==> src/rtl/core/bxp_pkg.sv <==
// Package for the binary XNOR-popcount convolution engine.
// Field widths, codes, defaults and the controller/datapath command types.
`timescale 1ns / 1ps
`default_nettype none
package bxp_pkg;
  localparam int DEF_MAX_OUT_CHANNELS = 64;
  localparam int DEF_MAX_PATCH_LENGTH = 1024;

  localparam int OP_W   = 3;
  localparam int CH_W   = 6;
  localparam int POS_W  = 10;
  localparam int VAL_W  = 16;
  localparam int RES_W  = 32;
  localparam int ACC_W  = 12;
  localparam int NCH_W  = 7;
  localparam int PLEN_W = 11;
  localparam int CFG_IDX_W = 2;
  localparam int CFG_DATA_W = 11;

  localparam logic [OP_W-1:0] OP_BIAS   = 3'd0;
  localparam logic [OP_W-1:0] OP_WEIGHT = 3'd1;
  localparam logic [OP_W-1:0] OP_SCALE  = 3'd2;
  localparam logic [OP_W-1:0] OP_SHIFT  = 3'd3;
  localparam logic [OP_W-1:0] OP_ELEM   = 3'd4;

  localparam logic [CFG_IDX_W-1:0] REG_OUT_CHANNEL_COUNT = 2'd0;
  localparam logic [CFG_IDX_W-1:0] REG_PATCH_LENGTH      = 2'd1;
  localparam logic [CFG_IDX_W-1:0] REG_RELU_ENABLE       = 2'd2;
  localparam logic [CFG_IDX_W-1:0] REG_SCALE_ENABLE      = 2'd3;

  localparam logic [NCH_W-1:0]  RST_OUT_CHANNEL_COUNT = 7'd8;
  localparam logic [PLEN_W-1:0] RST_PATCH_LENGTH      = 11'd9;

  typedef struct packed {
    logic            accept;
    logic            elem_rd;
    logic            acc_wr;
    logic            cnt_inc;
    logic            emit_rd;
    logic            emit_mul;
    logic            emit_out;
    logic            patch_clr;
    logic [CH_W-1:0] ch;
  } bxp_cmd_t;

  typedef struct packed {
    logic             patch_end;
    logic [NCH_W-1:0] nch;
    logic             out_free;
  } bxp_status_t;
endpackage
`default_nettype wire

==> src/rtl/core/bxp_ctrl.sv <==
// Sequencer: sweeps channels for each patch element and for result emission.
// Depends on bxp_pkg; drives the datapath through bxp_cmd_t.
`timescale 1ns / 1ps
`default_nettype none
module bxp_ctrl #(
  parameter int MAX_OUT_CHANNELS = bxp_pkg::DEF_MAX_OUT_CHANNELS
) (
  input  logic                      clk,
  input  logic                      rst_n,
  input  logic                      in_valid,
  input  logic [bxp_pkg::OP_W-1:0]  in_operation,
  output logic                      in_ready,
  input  bxp_pkg::bxp_status_t      status,
  output bxp_pkg::bxp_cmd_t         cmd
);
  import bxp_pkg::*;

  localparam logic [2:0] S_IDLE  = 3'd0;
  localparam logic [2:0] S_ELEM  = 3'd1;
  localparam logic [2:0] S_DRAIN = 3'd2;
  localparam logic [2:0] S_ERD   = 3'd3;
  localparam logic [2:0] S_EMUL  = 3'd4;
  localparam logic [2:0] S_EOUT  = 3'd5;

  localparam logic [CH_W-1:0] CH_LAST = CH_W'(MAX_OUT_CHANNELS - 1);

  logic [2:0]      state_r, state_nxt;
  logic [CH_W-1:0] ch_r, ch_nxt;
  logic            emit_last;

  assign in_ready  = (state_r == S_IDLE);
  assign emit_last = ({1'b0, ch_r} == (status.nch - NCH_W'(1)));

  always_comb begin
    state_nxt = state_r;
    ch_nxt    = ch_r;
    cmd       = '0;
    cmd.ch    = ch_r;
    case (state_r)
      S_IDLE: begin
        cmd.accept = in_valid;
        if (in_valid && in_operation == OP_ELEM) begin
          ch_nxt    = '0;
          state_nxt = S_ELEM;
        end
      end
      S_ELEM: begin
        cmd.elem_rd = 1'b1;
        cmd.acc_wr  = (ch_r != '0);
        if (ch_r == CH_LAST) begin
          state_nxt = S_DRAIN;
        end else begin
          ch_nxt = ch_r + CH_W'(1);
        end
      end
      S_DRAIN: begin
        cmd.acc_wr  = 1'b1;
        cmd.cnt_inc = 1'b1;
        ch_nxt      = '0;
        state_nxt   = status.patch_end ? S_ERD : S_IDLE;
      end
      S_ERD: begin
        cmd.emit_rd = 1'b1;
        state_nxt   = S_EMUL;
      end
      S_EMUL: begin
        cmd.emit_mul = 1'b1;
        state_nxt    = S_EOUT;
      end
      S_EOUT: begin
        if (status.out_free) begin
          cmd.emit_out = 1'b1;
          if (emit_last) begin
            cmd.patch_clr = 1'b1;
            state_nxt     = S_IDLE;
          end else begin
            ch_nxt    = ch_r + CH_W'(1);
            state_nxt = S_ERD;
          end
        end
      end
      default: state_nxt = S_IDLE;
    endcase
  end

  always_ff @(posedge clk) begin
    if (!rst_n) begin
      state_r <= S_IDLE;
      ch_r    <= '0;
    end else begin
      state_r <= state_nxt;
      ch_r    <= ch_nxt;
    end
  end
endmodule
`default_nettype wire

==> config.mk <==
export PLATFORM = sky130hd
export DESIGN_NAME = bxp_ctrl
export DESIGN_NICKNAME = d
export VERILOG_FILES = /design/src/rtl/core/bxp_pkg.sv /design/src/rtl/core/bxp_ctrl.sv
export SDC_FILE = /design/constraint.sdc
export NUM_CORES = 1
export LEC_CHECK = 0
export ABC_AREA = 1
export BUFFER_PORTS_ARGS = -buffer_cell sky130_fd_sc_hd__clkbuf_2
export CORE_MARGIN = 5
export CORE_UTILIZATION = 35
export DETAILED_ROUTE_END_ITERATION = 12
export GPL_TIMING_DRIVEN = 0
export PLACE_DENSITY_LB_ADDON = 0.08
export SYNTH_ARGS = -nofsm -noshare
export SYNTH_HDL_FRONTEND = slang
export SYNTH_SLANG_ARGS = --single-unit
==> constraint.sdc <==
create_clock -name clk -period 1.6 [get_ports clk]
set_input_delay 0.16 -clock clk [delete_from_list [all_inputs] [get_ports clk]]
set_output_delay 0.16 -clock clk [all_outputs]
set_load 0.1 [all_outputs]
==> qor.yml, run 1 <==
run_status:
  status: "complete, but fails checks"
  violations: "setup timing"
layout:
  fillers: 250
  area_growth_pct: 60.98
  drive_gt1_share_pct: 46.38
  final_area_um2: 1440
  nets: 226
  antenna_cells: 0
clock_tree:
  cts_inserted_buffers: 3
  cts_max_level: 1
  holdBufCountCts: 0
  clk_latency_ns: 0.26
  cts_tree: "yes"
  clockBufferDepth: 2
  cts.sinks: 9
  clkTransAtPathRegs_ns: 0.06
  cts_root_buffer: "clkbuf_4"
critical_path:
  path_common_cell: "nand2_1"
  cp-end-kind: "output port"
  crit_path_cell_trace: "inv_1 > nand2_1 > nand2_1 > inv_1 > nand2_1 > nand2_1 > inv_1 > nand2_2 > nor2_4 > nand2_4 > nor2_4 > clkbuf_16"
  slowest_stage: "dfxtp_4"
  r2r_cells: 12
  worst_setup_path_start_kind: "register"
  worst_ep_required_time_ns: 1.44
  crit_type: "register to output port"
  cp_top_family: "simple AND/OR/NAND/NOR gates"
  path_depth: 12
  worstPathArrival_ns: 1.60
  crit_fanout: 6
  critPathBufInv: 4
  slowest_delay_ns: 0.37
synthesis:
  ys_types: 20
  synth_edf_count: 0
  yosys_warnings: 0
  async_flop_share_pct: 0
  synth_area_leader_cell: "dfxtp_1"
  syn_area_per_cell_um2: 5.455
  ys.flop_type: "dfxtp_1"
  synthTopCellsByArea: "dfxtp_1 20%, nand2_1 19%, inv_1 11%"
  yosys-top-cells-count: "46 x nand2_1, 27 x inv_1, 23 x nor2_1, 20 x nand3_1"
  synth_seq_cells: 9
  synth-seq-area-share_pct: 20.14
  yosys.area.top_type_share_pct: 20.14
  yosysMostFrequentCell: "nand2_1"
  netlist_instances: 164
  synth_area_um2: 894.6
  syn-num-nets: 182
routing:
  wl_per_cell_um: 11.19
  wl_mm: 2.651
  drcViolationCount: 0
  vias: 1137
  antenna_left: 0
  drtPass1Iterations: 4
  drt_iter0_drc: 43
  via_per_inst: 4.797
place:
  place_congestion: 0.8297
  numPortBuffers: 29
  place_hpwl_mm: 1.957
  placed_area_um2: 1151
sta:
  finalClockSkew_ns: 0.002415
  fin_crit_sh_pct: 109.8
  maxClockFrequency_mhz: 569.0
  fin_ws_ns: -0.1573
  period_minus_slack_ns: 1.757
  tightest_slew_ns: 0.5430
  final_max_slew_viol_count: 0
  hold_violations: 0
  timing.slew.headroom_pct: 63.95
  setup_viol: 7
  setup_tns_ns: -0.3325
  grt_setup_unrepaired: "yes"
die:
  initial_core_util_pct: 36.44
  die-area_um2: 3667
  die_h_um: 60.56
  num_rows: 18
  io_pins: 30
  core_um2: 2455
  fp.dieW_um: 60.56
power_and_ir_drop:
  power_density_nw_per_um2: 1076
  p_leak_nw: 0.6876
  total_power_w: 0.001550
  ir_drop_v: 0.001139
run:
  maxCapViolCount: 0
global_routing:
  grt_max_degree: 8
  antenna_found_initial: 0
  grt_usage_pct: 15.01
  grt_pass1_vias: 992
  grt_pass1_wl_mm: 4.209
  grt_overflow_total: 0
hold_path:
  hold_depth: 3
  min_path_type: "input pin to register"
## cell type report
class | instances | area, um^2 | area share, %
Sequential cell | 9 | 207.7 | 14.42
Multi-Input combinational cell | 123 | 744.5 | 51.69
Clock buffer | 4 | 26.28 | 1.825
Tap cell | 30 | 37.54 | 2.606
Inverter | 32 | 135.1 | 9.383
Timing Repair Buffer | 39 | 289.0 | 20.07
## metrics by stage
step                utilization, %  std cells  hold slack [ns]  worst slack, ns
global placement             46.89        223           0.4078          -0.5198
finish                       58.66        237           0.1335          -0.1573
floorplan                        -        164           0.2858          -0.3996
CTS                          54.79        235           0.1171          -0.1911
global route                 58.66        237           0.1508          -0.3068
detailed placement           46.89        223           0.4129          -0.5656
## power by group
| part | switching, W | total (W) | internal [W] | leakage, nW |
|---|---|---|---|---|
| clock network | 0.0000775 | 0.000173 | 0.0000960 | 0.0150 |
| logic | 0.000761 | 0.00108 | 0.000323 | 0.594 |
| registers | 0.0000317 | 0.000292 | 0.000260 | 0.0788 |
| total | 0.000871 | 0.00155 | 0.000679 | 0.688 |
## routing by layer
metal | track usage, % | part of all wire (%) | wire length [um]
met1 | 20.23 | 47 | 1240
met2 | 23.77 | 48 | 1263
met3 | 1.064 | 3.7 | 97
met4 | 8.359 | 1.8 | 49
met5 | 0 | 0 | 0
## repair_timing
item | 4_1_cts | 5_1_grt
resized for setup | 26 | 27
pin swaps | 10 | 14
setup endpoints to repair | 11 | 12
buffers inserted | 8 | 2
## cell families (layout without fill, tap and decap cells)
logic type                 after synthesis  count (layout)  synth area share [%]
adders and majority gates                3               3                 4.196
and+or+nand+nor                        105             105                 53.43
AOI/OAI and AO/OA                       15              15                 8.812
DFF                                      9               9                 20.14
buffers and inverters                   32              75                 13.43
## sequential cells by signal, summed over array words and instances (netlist names)
| register | count |
|---|---|
| ch_r | 6 |
| state_r | 3 |
## worst min-delay path, stage by stage
cell      delay (ns)
clkbuf_2        0.11
o21ai_2         0.06
nor2_1          0.03
## worst paths after layout
path	start	end	slack [ns]
max	ch_r[5]	cmd[6]	-0.16
min	rst_n	ch_r[1]	0.13
max reg2reg	ch_r[1]	ch_r[1]	-0.06
min reg2reg	state_r[0]	state_r[0]	0.52
## placed cells by master (no fill, tap or decap), drive strengths merged
cell	count
nor3b	1
dfxtp	9
a21oi	9
nand4	1
clkinvlp	2
nand3b	1
o21bai	1
inv	30
nand3	20
or2	2
nand2	48
buf	11
o21ai	4
clkbuf	32
nor2	28
a31oi	1
ha	3
nor3	4
(Power assumes the default switching activity.)
==> inputs of run 2 (changes only) <==
==> constraint.sdc (replaced) <==
create_clock -name clk -period 1.4 [get_ports clk]
set_input_delay 0.14 -clock clk [delete_from_list [all_inputs] [get_ports clk]]
set_output_delay 0.14 -clock clk [all_outputs]
set_load 0.1 [all_outputs]
==> run 2 against run 1 <==
Against the previous run: the run still ends with setup timing left; via count rose by 5.3%; sequential power is 16% higher; critical path depth fell by 1; clock power increased by 8%; wire length is 8.9% higher; combinational power grew 27%; clock skew is 0.0020 ns higher; total power grew 22%; first-iteration DRC count decreased by 28%; largest cell class unchanged.
==> qor.yml, run 2 (synthesis results as in run 1) <==
global_routing:
  antenna_found_initial: 0
  grt_pass1_vias: 1051
  met3_usage_pct: 0.6383
  grt_overflow_total: 0
  grt_max_degree: 8
  grt_util_met1_pct: 19.33
  grt-busiest-layer: "met2"
  grt_usage_pct: 14.75
  use_met2_pct: 26.54
  grt_pass1_wl_mm: 4.284
clock_tree:
  holdBufCountCts: 0
  cts_inserted_buffers: 3
  clk_latency_ns: 0.25
  clockBufferDepth: 2
  cts_max_level: 1
  cts.sinks: 9
  cts_root_buffer: "clkbuf_4"
  clkTransAtPathRegs_ns: 0.06
  cts_tree: "yes"
routing:
  drt_iter0_drc: 31
  vias: 1197
  drtPass1Iterations: 4
  wl_mm: 2.886
  via_per_inst: 5.008
  antenna_left: 0
  drcViolationCount: 0
  wl_per_cell_um: 12.08
die:
  die_h_um: 60.56
  core_um2: 2455
  fp.dieW_um: 60.56
  die-area_um2: 3667
  num_rows: 18
  io_pins: 30
  initial_core_util_pct: 36.44
sta:
  final_max_slew_viol_count: 0
  period_minus_slack_ns: 1.742
  timing.slew.headroom_pct: 63.74
  setup_viol: 11
  fin_ws_ns: -0.3423
  finalClockSkew_ns: 0.004400
  maxClockFrequency_mhz: 574.0
  setup_tns_ns: -2.499
  tightest_slew_ns: 0.5462
  fin_crit_sh_pct: 124.4
  grt_setup_unrepaired: "yes"
  hold_violations: 0
layout:
  final_common_cell: "nand2_1"
  regMostFlops: "ch_r"
  final_cell_mix: "40 x nand2_1, 20 x inv_1, 20 x clkbuf_2, 16 x nand3_1, 15 x nor2_1"
  largest_reg_flops: 6
  fillers: 203
  register_area_um2: 210.2
  area_growth_pct: 77.20
  drive_gt1_share_pct: 49.28
  antenna_cells: 0
  reg_top3: "ch_r (6), state_r (3)"
  multi_input_area_um2: 778.2
  nets: 228
critical_path:
  worst_setup_path_start_kind: "register"
  worstPathArrival_ns: 1.60
  crit_type: "register to output port"
  cp-end-kind: "output port"
  worst_ep_required_time_ns: 1.26
  crit_fanout: 4
place:
  place_congestion: 0.8219
  place_hpwl_mm: 1.929
  numPortBuffers: 29
power_and_ir_drop:
  ir_drop_v: 0.001184
  power_density_nw_per_um2: 1193
  total_power_w: 0.001892
  p_leak_nw: 0.7421
run:
  maxCapViolCount: 0
run_status:
  violations: "setup timing"
  status: "complete, but fails checks"
hold_path:
  min_path_type: "input pin to register"
-- run 2: layout make-up --
cell class	instances	share of cell area, %
multi-input cells	123	49.09
repair buffers	41	25.26
flip-flops and latches	9	13.26
inverters	32	8.366
well taps	30	2.368
clock buffers	4	1.657
-- run 2: routing by layer --
metal  part of all wire (%)  wire length (um)  vias to the layer above
met5                      0                 0                        -
met4                    1.6                45                        0
met3                    3.6               104                        6
met2                     54              1558                       35
met1                     41              1178                      547
li1                       -                 -                      609
-- run 2: what timing repair did --
action / 4_1_cts / 5_1_grt
hold endpoints to repair: 0 / 0
resized for setup: 36 / 34
setup endpoints to repair: 17 / 17
pin swaps: 13 / 9
setup buffers: 9 / 4
-- run 2: report_power, final --
group          internal [W]  total, W  switching [W]  leakage [nW]
logic              0.000469   0.00137       0.000897         0.648
clock network      0.000109  0.000187      0.0000776        0.0150
registers          0.000296  0.000339      0.0000436        0.0791
-- run 2: final timing paths --
| kind | start | to | slack, ns | depth (start not counted) |
|---|---|---|---|---|
| worst max-delay path | ch_r[4] | cmd[6] | -0.34 | 11 |
| worst min-delay path | rst_n | ch_r[1] | 0.13 | 3 |
| worst max register to register | ch_r[4] | state_r[0] | -0.31 | 14 |
| worst min register to register | ch_r[5] | ch_r[5] | 0.52 | 2 |
-- run 2: worst max-delay path: stages, from the launching register on --
cell and delay, ns:
dfxtp_4 0.38, inv_4 0.04, nand2_2 0.05, nand2_1 0.05
nand2_1 0.06, nand3_1 0.08, nor2_2 0.12, nand2_1 0.08
nor2_2 0.13, nand2_4 0.07, nor2_4 0.10, clkbuf_16 0.20
-- run 2: through the flow --
stage               cell area [um^2]  utilization (%)  worst slack [ns]  hold slack [ns]  instances
global placement                1161            47.30           -0.6765           0.3798        223
finish                          1585            64.58           -0.3423           0.1330        239
CTS                             1429            58.21           -0.3695           0.1084        236
global route                    1585            64.58           -0.4716           0.1377        239
detailed placement              1161            47.30           -0.7280           0.3867        223
floorplan                      978.4                -           -0.5328           0.2658        164
